### src/rtl/bresenham_line_generator_defines.svh
// Assertion macros for the Bresenham line generator.
`ifndef BRESENHAM_LINE_GENERATOR_DEFINES_SVH
`define BRESENHAM_LINE_GENERATOR_DEFINES_SVH

`ifndef SYNTHESIS
`define BLG_ASSERT_NOW(label, clk, rstn, ante, cons) \
    label: assert property (@(posedge clk) disable iff (!(rstn)) (ante) |-> (cons)) \
        else $error("assertion failed");
`define BLG_ASSERT_NEXT(label, clk, rstn, ante, cons) \
    label: assert property (@(posedge clk) disable iff (!(rstn)) (ante) |=> (cons)) \
        else $error("assertion failed");
`else
`define BLG_ASSERT_NOW(label, clk, rstn, ante, cons)
`define BLG_ASSERT_NEXT(label, clk, rstn, ante, cons)
`endif

`endif

### src/rtl/bresen_pkg.sv
// Shared types and constants for the Bresenham line generator.
`default_nettype none

package bresen_pkg;

    localparam int COORD_BITS = 10;
    localparam int CFG_BITS   = COORD_BITS + 1;
    localparam int ERR_BITS   = COORD_BITS + 2;
    localparam int COLOR_BITS = 16;
    localparam int CFG_IDX_BITS = 1;

    localparam logic REQ_START = 1'b0;
    localparam logic REQ_STEP  = 1'b1;

    localparam logic [CFG_IDX_BITS-1:0] CFG_MAX_X = 1'b0;
    localparam logic [CFG_IDX_BITS-1:0] CFG_MAX_Y = 1'b1;

    localparam logic [CFG_BITS-1:0] MAX_X_RESET = CFG_BITS'(176);
    localparam logic [CFG_BITS-1:0] MAX_Y_RESET = CFG_BITS'(220);

    typedef struct packed {
        logic                  req_type;
        logic [COORD_BITS-1:0] x_start;
        logic [COORD_BITS-1:0] y_start;
        logic [COORD_BITS-1:0] x_end;
        logic [COORD_BITS-1:0] y_end;
        logic [COLOR_BITS-1:0] line_color_in;
    } in_word_t;

    typedef struct packed {
        logic [COORD_BITS-1:0] pixel_x;
        logic [COORD_BITS-1:0] pixel_y;
        logic [COLOR_BITS-1:0] pixel_color;
        logic                  on_screen;
        logic                  line_end;
    } out_word_t;

    typedef struct packed {
        logic                       req_type;
        logic                       axes_swapped;
        logic                       minor_decrements;
        logic [COORD_BITS-1:0]      major_pos;
        logic [COORD_BITS-1:0]      major_end;
        logic [COORD_BITS-1:0]      minor_pos;
        logic [COORD_BITS-1:0]      major_delta;
        logic [COORD_BITS-1:0]      minor_delta;
        logic signed [ERR_BITS-1:0] error_term;
        logic [COLOR_BITS-1:0]      color;
    } setup_t;

    typedef struct packed {
        logic line_active;
    } walk_status_t;

endpackage

`default_nettype wire

### src/rtl/bresen_setup.sv
// Input stage: registers a word and precomputes the line setup for a start request.
`default_nettype none

module bresen_setup
    import bresen_pkg::*;
(
    input  wire logic     aclk,
    input  wire logic     aresetn,
    input  wire logic     s_valid,
    output logic          s_ready,
    input  wire in_word_t s_data,
    output logic          st_valid,
    input  wire logic     st_ready,
    output setup_t        st_word
);

    logic   valid_reg, valid_next;
    setup_t word_reg, word_next;

    logic [COORD_BITS-1:0] dx, dy, ma, na, mb, nb, m_lo, m_hi, n_lo, n_hi;
    logic                  steep;

    always_comb begin
        dx    = (s_data.x_start > s_data.x_end) ? s_data.x_start - s_data.x_end
                                                : s_data.x_end - s_data.x_start;
        dy    = (s_data.y_start > s_data.y_end) ? s_data.y_start - s_data.y_end
                                                : s_data.y_end - s_data.y_start;
        steep = dy > dx;
        if (steep) begin
            ma = s_data.y_start;
            na = s_data.x_start;
            mb = s_data.y_end;
            nb = s_data.x_end;
        end else begin
            ma = s_data.x_start;
            na = s_data.y_start;
            mb = s_data.x_end;
            nb = s_data.y_end;
        end
        if (ma > mb) begin
            m_lo = mb;
            m_hi = ma;
            n_lo = nb;
            n_hi = na;
        end else begin
            m_lo = ma;
            m_hi = mb;
            n_lo = na;
            n_hi = nb;
        end

        word_next.req_type         = s_data.req_type;
        word_next.axes_swapped     = steep;
        word_next.minor_decrements = !(n_lo < n_hi);
        word_next.major_pos        = m_lo;
        word_next.major_end        = m_hi;
        word_next.minor_pos        = n_lo;
        word_next.major_delta      = m_hi - m_lo;
        word_next.minor_delta      = (n_lo > n_hi) ? n_lo - n_hi : n_hi - n_lo;
        word_next.error_term       = {3'b000, word_next.major_delta[COORD_BITS-1:1]};
        word_next.color            = s_data.line_color_in;
    end

    assign s_ready  = !valid_reg || st_ready;
    assign st_valid = valid_reg;
    assign st_word  = word_reg;

    always_comb begin
        valid_next = valid_reg;
        if (s_ready) begin
            valid_next = s_valid;
        end
    end

    always_ff @(posedge aclk) begin
        if (!aresetn) begin
            valid_reg <= 1'b0;
        end else begin
            valid_reg <= valid_next;
        end
    end

    always_ff @(posedge aclk) begin
        if (s_ready && s_valid) begin
            word_reg <= word_next;
        end
    end

endmodule

`default_nettype wire

### src/rtl/bresen_walk.sv
// Walk stage: holds line state; registers a pixel for each word except an idle step.
`default_nettype none

module bresen_walk
    import bresen_pkg::*;
(
    input  wire logic                aclk,
    input  wire logic                aresetn,
    input  wire logic                st_valid,
    output logic                     st_ready,
    input  wire setup_t              st_word,
    input  wire logic [CFG_BITS-1:0] max_x,
    input  wire logic [CFG_BITS-1:0] max_y,
    output logic                     m_valid,
    input  wire logic                m_ready,
    output out_word_t                m_data,
    output walk_status_t             status
);

    logic                       active_reg, active_next;
    logic                       swapped_reg, swapped_next;
    logic                       dec_reg, dec_next;
    logic [COORD_BITS-1:0]      major_reg, major_next;
    logic [COORD_BITS-1:0]      end_reg, end_next;
    logic [COORD_BITS-1:0]      minor_reg, minor_next;
    logic [COORD_BITS-1:0]      mdelta_reg, mdelta_next;
    logic [COORD_BITS-1:0]      ndelta_reg, ndelta_next;
    logic signed [ERR_BITS-1:0] err_reg, err_next;
    logic [COLOR_BITS-1:0]      color_reg, color_next;
    logic                       m_valid_reg, m_valid_next;
    out_word_t                  out_reg, out_next;

    logic                       fire, is_start, emit, last;
    logic                       cur_swapped, cur_dec;
    logic [COORD_BITS-1:0]      cur_major, cur_end, cur_minor, cur_mdelta, cur_ndelta;
    logic signed [ERR_BITS-1:0] cur_err, err_sub;
    logic [COLOR_BITS-1:0]      cur_color;
    logic [COORD_BITS-1:0]      px, py;

    assign st_ready = !m_valid_reg || m_ready;
    assign fire     = st_valid && st_ready;
    assign is_start = st_word.req_type == REQ_START;
    assign emit     = is_start || active_reg;

    always_comb begin
        cur_swapped = is_start ? st_word.axes_swapped     : swapped_reg;
        cur_dec     = is_start ? st_word.minor_decrements : dec_reg;
        cur_major   = is_start ? st_word.major_pos        : major_reg;
        cur_end     = is_start ? st_word.major_end        : end_reg;
        cur_minor   = is_start ? st_word.minor_pos        : minor_reg;
        cur_mdelta  = is_start ? st_word.major_delta      : mdelta_reg;
        cur_ndelta  = is_start ? st_word.minor_delta      : ndelta_reg;
        cur_err     = is_start ? st_word.error_term       : err_reg;
        cur_color   = is_start ? st_word.color            : color_reg;

        px      = cur_swapped ? cur_minor : cur_major;
        py      = cur_swapped ? cur_major : cur_minor;
        last    = cur_major >= cur_end;
        err_sub = cur_err - signed'({2'b00, cur_ndelta});

        out_next.pixel_x     = px;
        out_next.pixel_y     = py;
        out_next.pixel_color = cur_color;
        out_next.on_screen   = ({1'b0, px} < max_x) && ({1'b0, py} < max_y);
        out_next.line_end    = last;

        active_next  = active_reg;
        swapped_next = swapped_reg;
        dec_next     = dec_reg;
        major_next   = major_reg;
        end_next     = end_reg;
        minor_next   = minor_reg;
        mdelta_next  = mdelta_reg;
        ndelta_next  = ndelta_reg;
        err_next     = err_reg;
        color_next   = color_reg;

        if (fire && emit) begin
            active_next  = !last;
            swapped_next = cur_swapped;
            dec_next     = cur_dec;
            end_next     = cur_end;
            mdelta_next  = cur_mdelta;
            ndelta_next  = cur_ndelta;
            color_next   = cur_color;
            major_next   = cur_major;
            minor_next   = cur_minor;
            err_next     = cur_err;
            if (!last) begin
                major_next = cur_major + COORD_BITS'(1);
                if (err_sub < 0) begin
                    minor_next = cur_dec ? cur_minor - COORD_BITS'(1)
                                         : cur_minor + COORD_BITS'(1);
                    err_next   = err_sub + signed'({2'b00, cur_mdelta});
                end else begin
                    err_next   = err_sub;
                end
            end
        end

        m_valid_next = m_valid_reg;
        if (fire) begin
            m_valid_next = emit;
        end else if (m_ready) begin
            m_valid_next = 1'b0;
        end
    end

    always_ff @(posedge aclk) begin
        if (!aresetn) begin
            active_reg  <= 1'b0;
            m_valid_reg <= 1'b0;
        end else begin
            active_reg  <= active_next;
            m_valid_reg <= m_valid_next;
        end
    end

    always_ff @(posedge aclk) begin
        swapped_reg <= swapped_next;
        dec_reg     <= dec_next;
        major_reg   <= major_next;
        end_reg     <= end_next;
        minor_reg   <= minor_next;
        mdelta_reg  <= mdelta_next;
        ndelta_reg  <= ndelta_next;
        err_reg     <= err_next;
        color_reg   <= color_next;
        if (fire && emit) begin
            out_reg <= out_next;
        end
    end

    assign m_valid            = m_valid_reg;
    assign m_data             = out_reg;
    assign status.line_active = active_reg;

endmodule

`default_nettype wire

### src/rtl/bresenham_line_generator.sv
// Top level of the Bresenham line generator: configuration registers and the two stages.
// A word is registered in the setup stage, and its result is then registered in the walk stage.
// Throughput: one word per cycle while m_ready is high; the walk state updates once per pixel.
// A step word while no line is active is consumed and gives no result.
// Reset is synchronous and active low: no line active, no result pending,
// max_x returns to 176 and max_y to 220.
`default_nettype none
`include "bresenham_line_generator_defines.svh"

module bresenham_line_generator
    import bresen_pkg::*;
(
    input  wire logic                    aclk,
    input  wire logic                    aresetn,
    input  wire logic                    cfg_wr_en,
    input  wire logic [CFG_IDX_BITS-1:0] cfg_index,
    input  wire logic [CFG_BITS-1:0]     cfg_wr_data,
    input  wire logic                    s_valid,
    output logic                         s_ready,
    input  wire in_word_t                s_data,
    output logic                         m_valid,
    input  wire logic                    m_ready,
    output out_word_t                    m_data
);

    logic [CFG_BITS-1:0] max_x_reg, max_x_next;
    logic [CFG_BITS-1:0] max_y_reg, max_y_next;
    logic                st_valid, st_ready;
    setup_t              st_word;
    walk_status_t        status;
    logic                idle_step;

    always_comb begin
        max_x_next = max_x_reg;
        max_y_next = max_y_reg;
        if (cfg_wr_en) begin
            case (cfg_index)
                CFG_MAX_X: max_x_next = cfg_wr_data;
                CFG_MAX_Y: max_y_next = cfg_wr_data;
                default: begin
                    max_x_next = max_x_reg;
                end
            endcase
        end
    end

    always_ff @(posedge aclk) begin
        if (!aresetn) begin
            max_x_reg <= MAX_X_RESET;
            max_y_reg <= MAX_Y_RESET;
        end else begin
            max_x_reg <= max_x_next;
            max_y_reg <= max_y_next;
        end
    end

    bresen_setup u_setup (
        .aclk     (aclk),
        .aresetn  (aresetn),
        .s_valid  (s_valid),
        .s_ready  (s_ready),
        .s_data   (s_data),
        .st_valid (st_valid),
        .st_ready (st_ready),
        .st_word  (st_word)
    );

    bresen_walk u_walk (
        .aclk     (aclk),
        .aresetn  (aresetn),
        .st_valid (st_valid),
        .st_ready (st_ready),
        .st_word  (st_word),
        .max_x    (max_x_reg),
        .max_y    (max_y_reg),
        .m_valid  (m_valid),
        .m_ready  (m_ready),
        .m_data   (m_data),
        .status   (status)
    );

    assign idle_step = st_valid && st_ready && st_word.req_type == REQ_STEP
                       && !status.line_active;

    // A pending last pixel means the line has finished; any other pixel means it goes on.
    `BLG_ASSERT_NOW(a_end_idle, aclk, aresetn, m_valid && m_data.line_end, !status.line_active)
    `BLG_ASSERT_NOW(a_mid_active, aclk, aresetn, m_valid && !m_data.line_end, status.line_active)
    `BLG_ASSERT_NEXT(a_idle_step, aclk, aresetn, idle_step, !m_valid)

endmodule

`default_nettype wire
### config.mk
export PLATFORM = sky130hd
export DESIGN_NAME = bresenham_line_generator
export DESIGN_NICKNAME = d
export VERILOG_FILES = /design/src/rtl/bresen_pkg.sv /design/src/rtl/bresen_setup.sv /design/src/rtl/bresen_walk.sv /design/src/rtl/bresenham_line_generator.sv
export VERILOG_INCLUDE_DIRS = /design/src /design/src/rtl
export SDC_FILE = /design/constraint.sdc
export NUM_CORES = 1
export LEC_CHECK = 0
export ABC_CLOCK_PERIOD_IN_PS = 18360
export BUFFER_PORTS_ARGS = -buffer_cell sky130_fd_sc_hd__buf_2
export CAP_MARGIN = 15
export CORE_MARGIN = 2
export CORE_UTILIZATION = 52
export DETAILED_ROUTE_END_ITERATION = 7
export GPL_TIMING_DRIVEN = 0
export PLACE_DENSITY_LB_ADDON = 0.25
export SLEW_MARGIN = 20
export SYNTH_ARGS = -nofsm -noshare
export SYNTH_HDL_FRONTEND = slang
export SYNTH_SLANG_ARGS = --single-unit
### constraint.sdc
create_clock -name aclk -period 18.36 [get_ports aclk]
set_input_delay 4.59 -clock aclk [delete_from_list [all_inputs] [get_ports aclk]]
set_output_delay 4.59 -clock aclk [all_outputs]
set_load 0.05 [all_outputs]
* Word-level counts from Yosys, hierarchy flattened
Cells that the tools add are included.
** Storage, ports and cells
- Bits in registers :: 205
- Memory bits (read-only) :: 0
- RAM bits :: 0
- Memories :: 0
- Logic and storage cells :: 96
- Bits of input ports :: 74
- Bits in latches :: 0
- Output and inout port bits :: 40
** Cells by class
- Equal/unequal tests :: 0
- Muxes and demuxes :: 29
- Shifts and indexed selects :: 0
- Reduce and logical (&&, ||, !) cells :: 15
- Order comparisons :: 10
- Divide/modulo/power cells :: 0
- Add/sub/neg operators :: 12
- Bitwise operators :: 2
- Multiply operators :: 0
** Operators with widths (count)
- 2-to-1 mux 10 bit :: 22
- subtractor 10 bit :: 7
- > comparator 10 bit :: 5
- 2-to-1 mux 12 bit :: 3
- < comparator 10 x 11 -> 1 bit :: 2
- adder 10 x 1 -> 10 bit, second input constant :: 2
- adder 12 x 11 -> 12 bit :: 1
- < comparator 12 x 1 -> 1 bit, second input constant :: 1
- subtractor 12 x 11 -> 12 bit :: 1
- >= comparator 10 bit :: 1
- < comparator 10 bit :: 1
- subtractor 10 x 1 -> 10 bit, second input constant :: 1
- AND reduction 2 bit :: 3
- logical AND 1 bit :: 4
- logical NOT 1 bit :: 4
- 2-to-1 mux 1 bit :: 4
- logical OR 1 bit :: 3
- NOT 1 bit :: 2
- nonzero test 2 bit :: 1

* Depth between registers and ports, before layout
Gate-level depths: netlist of the first run.
- Word-level depth :: 8
- Depth in mapped cells :: 57
- Gate-level depth less buffers :: 48

* Hierarchy
Synthesis of the first run repeated with hierarchy kept, for this count alone.
** Unflattened totals
- Cells, all modules :: 1478
- Area total of the unflattened synthesis :: 14725.4 µm²
** Modules (own cells, without submodules)
- bresen_setup :: instances 1, cells an instance 799, sequential area each 2092.0 µm², area each 7125.6 µm²
- bresen_walk :: instances 1, cells an instance 586, sequential area each 3103.0 µm², area each 6725.2 µm²
- bresenham_line_generator :: instances 1, cells an instance 93, sequential area each 440.4 µm², area each 874.6 µm²

* Least setup slack after synthesis of the first run
OpenSTA, ideal clock, no wires.
- Kind :: input port to flip-flop
- Start point :: input port s_data[36] (netlist bit)
- End point :: register u_setup.word_reg, in the netlist u_setup.st_word[36], data pin
- Data required time :: 18095 ps
- Library setup time :: 265 ps
- Arrival time :: 14315 ps
- Setup slack :: 3779 ps
- Path buffers :: 9
- Stages on the path :: 50
- Path through :: inv_1 -> ha_1 -> inv_1 -> fa_1 -> a21o_1 -> a21o_1 -> a21o_1 -> a21o_1 -> a21o_1 -> a21oi_1 -> o21ai_0 -> clkbuf_1 -> mux2i_1 -> o21ai_0 -> a21oi_1 -> xnor2_1 -> ha_1 -> a21oi_1 -> (+14 left out) -> buf_6 -> buf_6 -> buf_2 -> clkbuf_1 -> a21oi_1 -> mux2i_1 -> inv_1 -> fa_1 -> a21o_1 -> a21oi_1 -> o21bai_1 -> a2111oi_0 -> or3_1 -> nand2_1 -> mux2_2 -> a2111oi_0 -> o21ai_0 -> xor2_1
** RTL lines
- start, declared :: RTL line bresenham_line_generator.sv:20 : input wire in_word_t s_data,
- end signal, assigned :: RTL line bresen_setup.sv:85 : word_reg <= word_next;
- end, declared :: RTL line bresen_setup.sv:18 : setup_t word_reg, word_next;

==> run metrics, run 1 <==
status=finished, final reports clean; setup_tns=0 ns; hold path depth=0; setup ws final=between 1 and 1.5 ns; Synth top area share=36.58%; Initial Util=a little over half; final setup vio count=0; R2R depth=18; Inserted Diodes=0; DIE WIDTH=168.3 um; worst path arrival time=~17 ns; CTS clk-pin slew, worst paths=0.08 ns; Root Buffer=clkbuf_16; GRT overflow=0; max frequency=0.05917 GHz; initial antenna violation count=0; nets=1803; Crit-path slowest cell=a2111oi_0; number of synthesized register bits=roughly 200; reg2reg setup slack=~12 ns; max FFs per register=69; CP max stage delay=approximately 0.53 ns; Clock Skews=~0.017 ns; layout cell share with drive strength beyond 1=around 15%; wire length per cell=roughly 18 um; aggregate global-route resource usage=between 20% and 30%; Buf/Inv on CP=13; slew margin rel.=~45%; Seq/Total Area, Yosys=40.15%; total CTS buffers=17; largest net degree at the start of global routing=between 50 and 60; Fillers=~2300; first-pass GRT wire length=between 50 and 60 mm; Synth top cells by count=171 x edfxtp_1, 163 x nand2_1, 144 x inv_1; CTS H-tree lvls=4; Area Growth Syn to Fin=12.40%; DRT antenna net count=0; CTS tree=done; Max-Cap Viols=0; synth warn=0; CP Capture Type=flip-flop; ys flop type=edfxtp_1; Die H=about 170 um; ys async rst share=0%; r2r endpoint=u_walk.err_reg[5]; Max Used Layer=met4; vias per cell=5.646; post-synth top area cell=edfxtp_1; worst hold path type=reg -> reg; Min-Delay Endpoint=u_walk.color_reg[13]; IO buf count=113; Critical R2R Launch=u_setup.st_word[80]; post-CTS sizing=0; vias=between 10000 and 15000; Clock Path Buffers=2; setup slack at placement=around 1.2 ns; Mapped Cells=around 1400; DR DRC count=0; average size of a mapped cell=just under 10 um2; Slew @ Worst Pin=around 0.83 ns; Post-Syn Area=between 0.01 and 0.015 mm2; Final period util=between 90% and 100%; routability cong.=between 0.9 and 1; CP Launch Type=primary input; WL met1=between 15 and 20 mm; row cnt=60; top cells by area, synth=edfxtp_1 37%, ha_1 12%, mux2i_1 6.0%; crit path max fanout=10; CTS Sinks=roughly 200; final hold vios=0; met3 wire length=2.196 mm; worst skew pair latency=between 0.4 and 0.5 ns; Seq. cell area=0.005635 mm2; Synthesized Nets=roughly 1700; hold_sp=u_setup.st_word[13]; routed length on met2=~17 mm; CTS hold repair buffers=0; WP data required=18.56 ns; Unique masters post-synth=65; worst setup path class=in -> reg; RSZ-0062 raised after global routing=false; multi-input logic area=between 0.007 and 0.008 mm2; drt initial violations=894; Die ar.=~0.028 mm2; fin. max-slew vios=0; cell family with most CP delay=compound AO/OA/AOI/OAI gates; I/O pins=roughly 110; Pre-antenna DRT Iters=5; Post-synth EDFFs=between 150 and 200; number of setup buffers added after CTS=0; core area=roughly 0.027 mm2; Routed Wire Length=about 36 mm; top-count cell post-synth=edfxtp_1; vias in the first global route=around 11000; Post-DP HPWL=28.27 mm; min Tclk post-route=16.90 ns
## worst register-to-register path: stages, from the launching register on
cell and delay [ns]:
edfxtp_1 0.34, clkbuf_1 0.33, clkbuf_1 0.55, buf_1 0.63
buf_1 0.65, mux2i_1 0.43, ha_1 0.29, nor2b_1 0.14
o21ai_0 0.27, a21boi_1 0.14, o21ai_0 0.26, a21boi_1 0.14
o21a_1 0.20, o31a_1 0.27, o41ai_1 0.55, and2_1 0.21
buf_2 0.30, mux2_2 0.38, mux2_2 0.27
## kinds of logic after synthesis
family	synth area share, %
xor gates and xnor gates	3.868
muxes	9.956
buffers and inverters	5.981
DFF	40.15
AOI/OAI and AO/OA	15.12
and+or+nand+nor	11.51
adders and majority gates	13.42
## cell usage in the layout, fill, tap and decap left out, types with 15 or more instances in the layout
cell	Yosys	routed
edfxtp_1	171	171
nand2_1	163	163
inv_1	144	144
ha_1	133	133
buf_2	14	127
a21oi_1	105	105
nor2_1	95	94
mux2i_1	84	84
a21o_1	57	57
xnor2_1	47	47
mux2_2	46	46
o21ai_0	45	45
clkbuf_1	31	32
dfxtp_1	25	25
nand3_1	22	22
o21ai_1	18	18
o21bai_1	17	17
clkbuf_16	0	17
nand2b_1	16	16
a21boi_0	16	16
a211oi_1	15	15
xor2_1	15	15
## worst max path at each step
| stage | slack, ns | cells after the start | startpoint | endpoint |
|---|---|---|---|---|
| detailed placement | 1.24 | 52 | s_data[46] | u_setup.st_word[37] |
| finish | 1.46 | 50 | s_data[27] | u_setup.st_word[37] |
| floorplan | 3.78 | 50 | s_data[36] | u_setup.st_word[36] |
| global placement | 1.39 | 52 | s_data[46] | u_setup.st_word[37] |
| global route | 0.75 | 52 | s_data[46] | u_setup.st_word[37] |
| CTS | 1.65 | 52 | s_data[46] | u_setup.st_word[37] |
## layer usage
metal,GRT usage [%],vias up
met2,43.17,396
li1,-,5380
met4,8.771,0
met1,32.58,5120
met5,0,-
met3,3.526,63
## area by class of cell
type	count	share of cell area, %
Tap cell	341	2.704
Sequential cell	196	35.72
Clock inverter	14	1.055
Clock buffer	18	2.720
Multi-Input combinational cell	1039	48.03
Buffer	59	1.634
Inverter	155	3.688
Timing Repair Buffer	119	4.457
## metrics by stage
stage | utilization (%) | instances | cell area, um2 | hold slack, ns
2_1_floorplan | - | 1449 | 14040 | 0.4003
3_3_place_gp | 56.24 | 1903 | 15030 | 0.4010
3_5_place_dp | 56.81 | 1909 | 15180 | 0.4045
4_1_cts | 59.04 | 1941 | 15780 | 0.4232
5_1_grt | 59.04 | 1941 | 15780 | 0.4297
6_report | 59.04 | 1941 | 15780 | 0.4217
Power of run 1 is not shown: default switching activity piles up to over one toggle a cycle in this logic, so the estimate is an artifact.
==> inputs of run 2 (changes only) <==
- ABC_CLOCK_PERIOD_IN_PS: 18360 -> 16400
- CORE_UTILIZATION: 52 -> 35
- clock period: 18.36 -> 16.4 ns (I/O delays scaled with it)
==> run 2 against run 1 <==
First-iteration DRC count fell by 23%. Die area rose by 47%. Worst hold slack better by 0.0051 ns.
==> run metrics, run 2 (same netlist as run 1, synthesis figures left out) <==
worst path arrival time=15.90 ns; first-pass GRT wire length=just under 60 mm; worst skew pair latency=0.45 ns; reg2reg setup slack=~9.8 ns; crit path max fanout=10; CP Launch Type=primary input; status=finished, final reports clean; min Tclk post-route=about 16 ns; worst hold path type=reg -> reg; met2 usage=just under 30%; final setup vio count=0; CTS hold repair buffers=0; fin. max-slew vios=0; GR Util met1=between 20% and 30%; RSZ-0062 raised after global routing=false; I/O pins=around 110; routability cong.=between 0.9 and 1; Final period util=roughly 96%; final hold vios=0; nets=1802; Die ar.=between 0.04 and 0.05 mm2; hold_sp=u_setup.st_word[1]; DR DRC count=0; vias per cell=between 5 and 6; Pre-antenna DRT Iters=5; vias=10750; Clock Path Buffers=2; core area=about 0.040 mm2; CTS clk-pin slew, worst paths=about 0.080 ns; aggregate global-route resource usage=between 10% and 20%; largest net degree at the start of global routing=56; Initial Util=between 30% and 40%; IO buf count=113; Fillers=3957; Min-Delay Endpoint=u_walk.color_reg[1]; drt initial violations=690; setup slack at placement=-0.2282 ns; DIE WIDTH=between 200 and 250 um; worst setup path class=in -> reg; Critical R2R Launch=u_setup.st_word[80]; GRT overflow=0; R2R depth=18; wire length per cell=17.61 um; initial antenna violation count=0; Post-DP HPWL=between 30 and 40 mm; Clock Skews=approximately 0.015 ns; CTS tree=done; Hold WS=~0.43 ns; vias in the first global route=between 10000 and 15000; Area Growth Syn to Fin=14.37%; r2r endpoint=u_walk.err_reg[1]; Root Buffer=clkbuf_16; WP data required=roughly 17 ns; placed inst area=around 0.015 mm2; total CTS buffers=17; most common cell after layout, fill and taps aside=edfxtp_1; max frequency=between 0.06 and 0.07 GHz; Max-Cap Viols=0; DRT antenna net count=0; hold path depth=0; CP Capture Type=flip-flop; Post-Layout Inst Area=0.01605 mm2; layout cell share with drive strength beyond 1=between 10% and 20%; Slew @ Worst Pin=approximately 0.8 ns; CTS Sinks=196; row cnt=73; max FFs per register=roughly 70; Top Usage Layer GRT=met2; slew margin rel.=a little under half; CTS H-tree lvls=4; most frequent cells in the layout=171 x edfxtp_1, 163 x nand2_1, 144 x inv_1, 133 x ha_1, 127 x buf_2; setup_tns=0 ns; CP max stage delay=between 0.5 and 0.6 ns; met3 capacity usage during global routing=1.993%; Die H=204.3 um; setup ws final=0.7228 ns; Routed Wire Length=between 30 and 40 mm; Crit-path slowest cell=a2111oi_0; Inserted Diodes=0; number of setup buffers added after CTS=0
## run 2: how the worst max path moves through the flow
stage	cells past startpoint	start	slack, ns	to
2_1_floorplan	50	s_data[36]	2.31	u_setup.st_word[36]
3_3_place_gp	51	s_data[36]	-0.20	u_setup.st_word[36]
3_5_place_dp	51	s_data[36]	-0.23	u_setup.st_word[36]
4_1_cts	51	s_data[36]	0.21	u_setup.st_word[36]
5_1_grt	54	s_data[36]	0.005	u_setup.st_word[36]
6_report	53	s_data[36]	0.72	u_setup.st_word[36]
## run 2: final cells by class
| class | count | area [um2] | area share [%] |
|---|---|---|---|
| Buffer | 58 | 257.7 | 1.605 |
| Clock buffer | 17 | 425.4 | 2.650 |
| Clock inverter | 15 | 209.0 | 1.302 |
| Inverter | 155 | 581.8 | 3.624 |
| Multi-Input combinational cell | 1039 | 7581 | 47.22 |
| Sequential cell | 196 | 5635 | 35.10 |
| Tap cell | 525 | 656.9 | 4.092 |
| Timing Repair Buffer | 119 | 706.9 | 4.403 |
## run 2: through the flow
stage / util (%) / std cells
after floorplan: - / 1449
after global placement: 38.50 / 2087
after detailed placement: 38.89 / 2093
after CTS: 40.49 / 2125
after global routing: 40.50 / 2124
final: 40.50 / 2124
## run 2: critical path, delay by kind of cell
kind                       cells  cell delay (ns)
AOI/OAI and AO/OA             23             4.85
buffers and inverters         13             2.73
adders and majority gates      7             2.25
and+or+nand+nor                6             0.86
muxes                          2             0.57
xor gates and xnor gates       2             0.49
## run 2: timing repair
item / 4_1_cts / 5_1_grt
resized for setup: 0 / 6
setup endpoints to repair: 0 / 8
hold endpoints to repair: 0 / 0
## run 2: metal layers
layer	part of all wire, %	vias up
li1	-	5373
met1	47	5056
met2	46	271
met3	4.3	49
met4	2.4	0
met5	0	-
Power of run 2 is left out for the same reason.
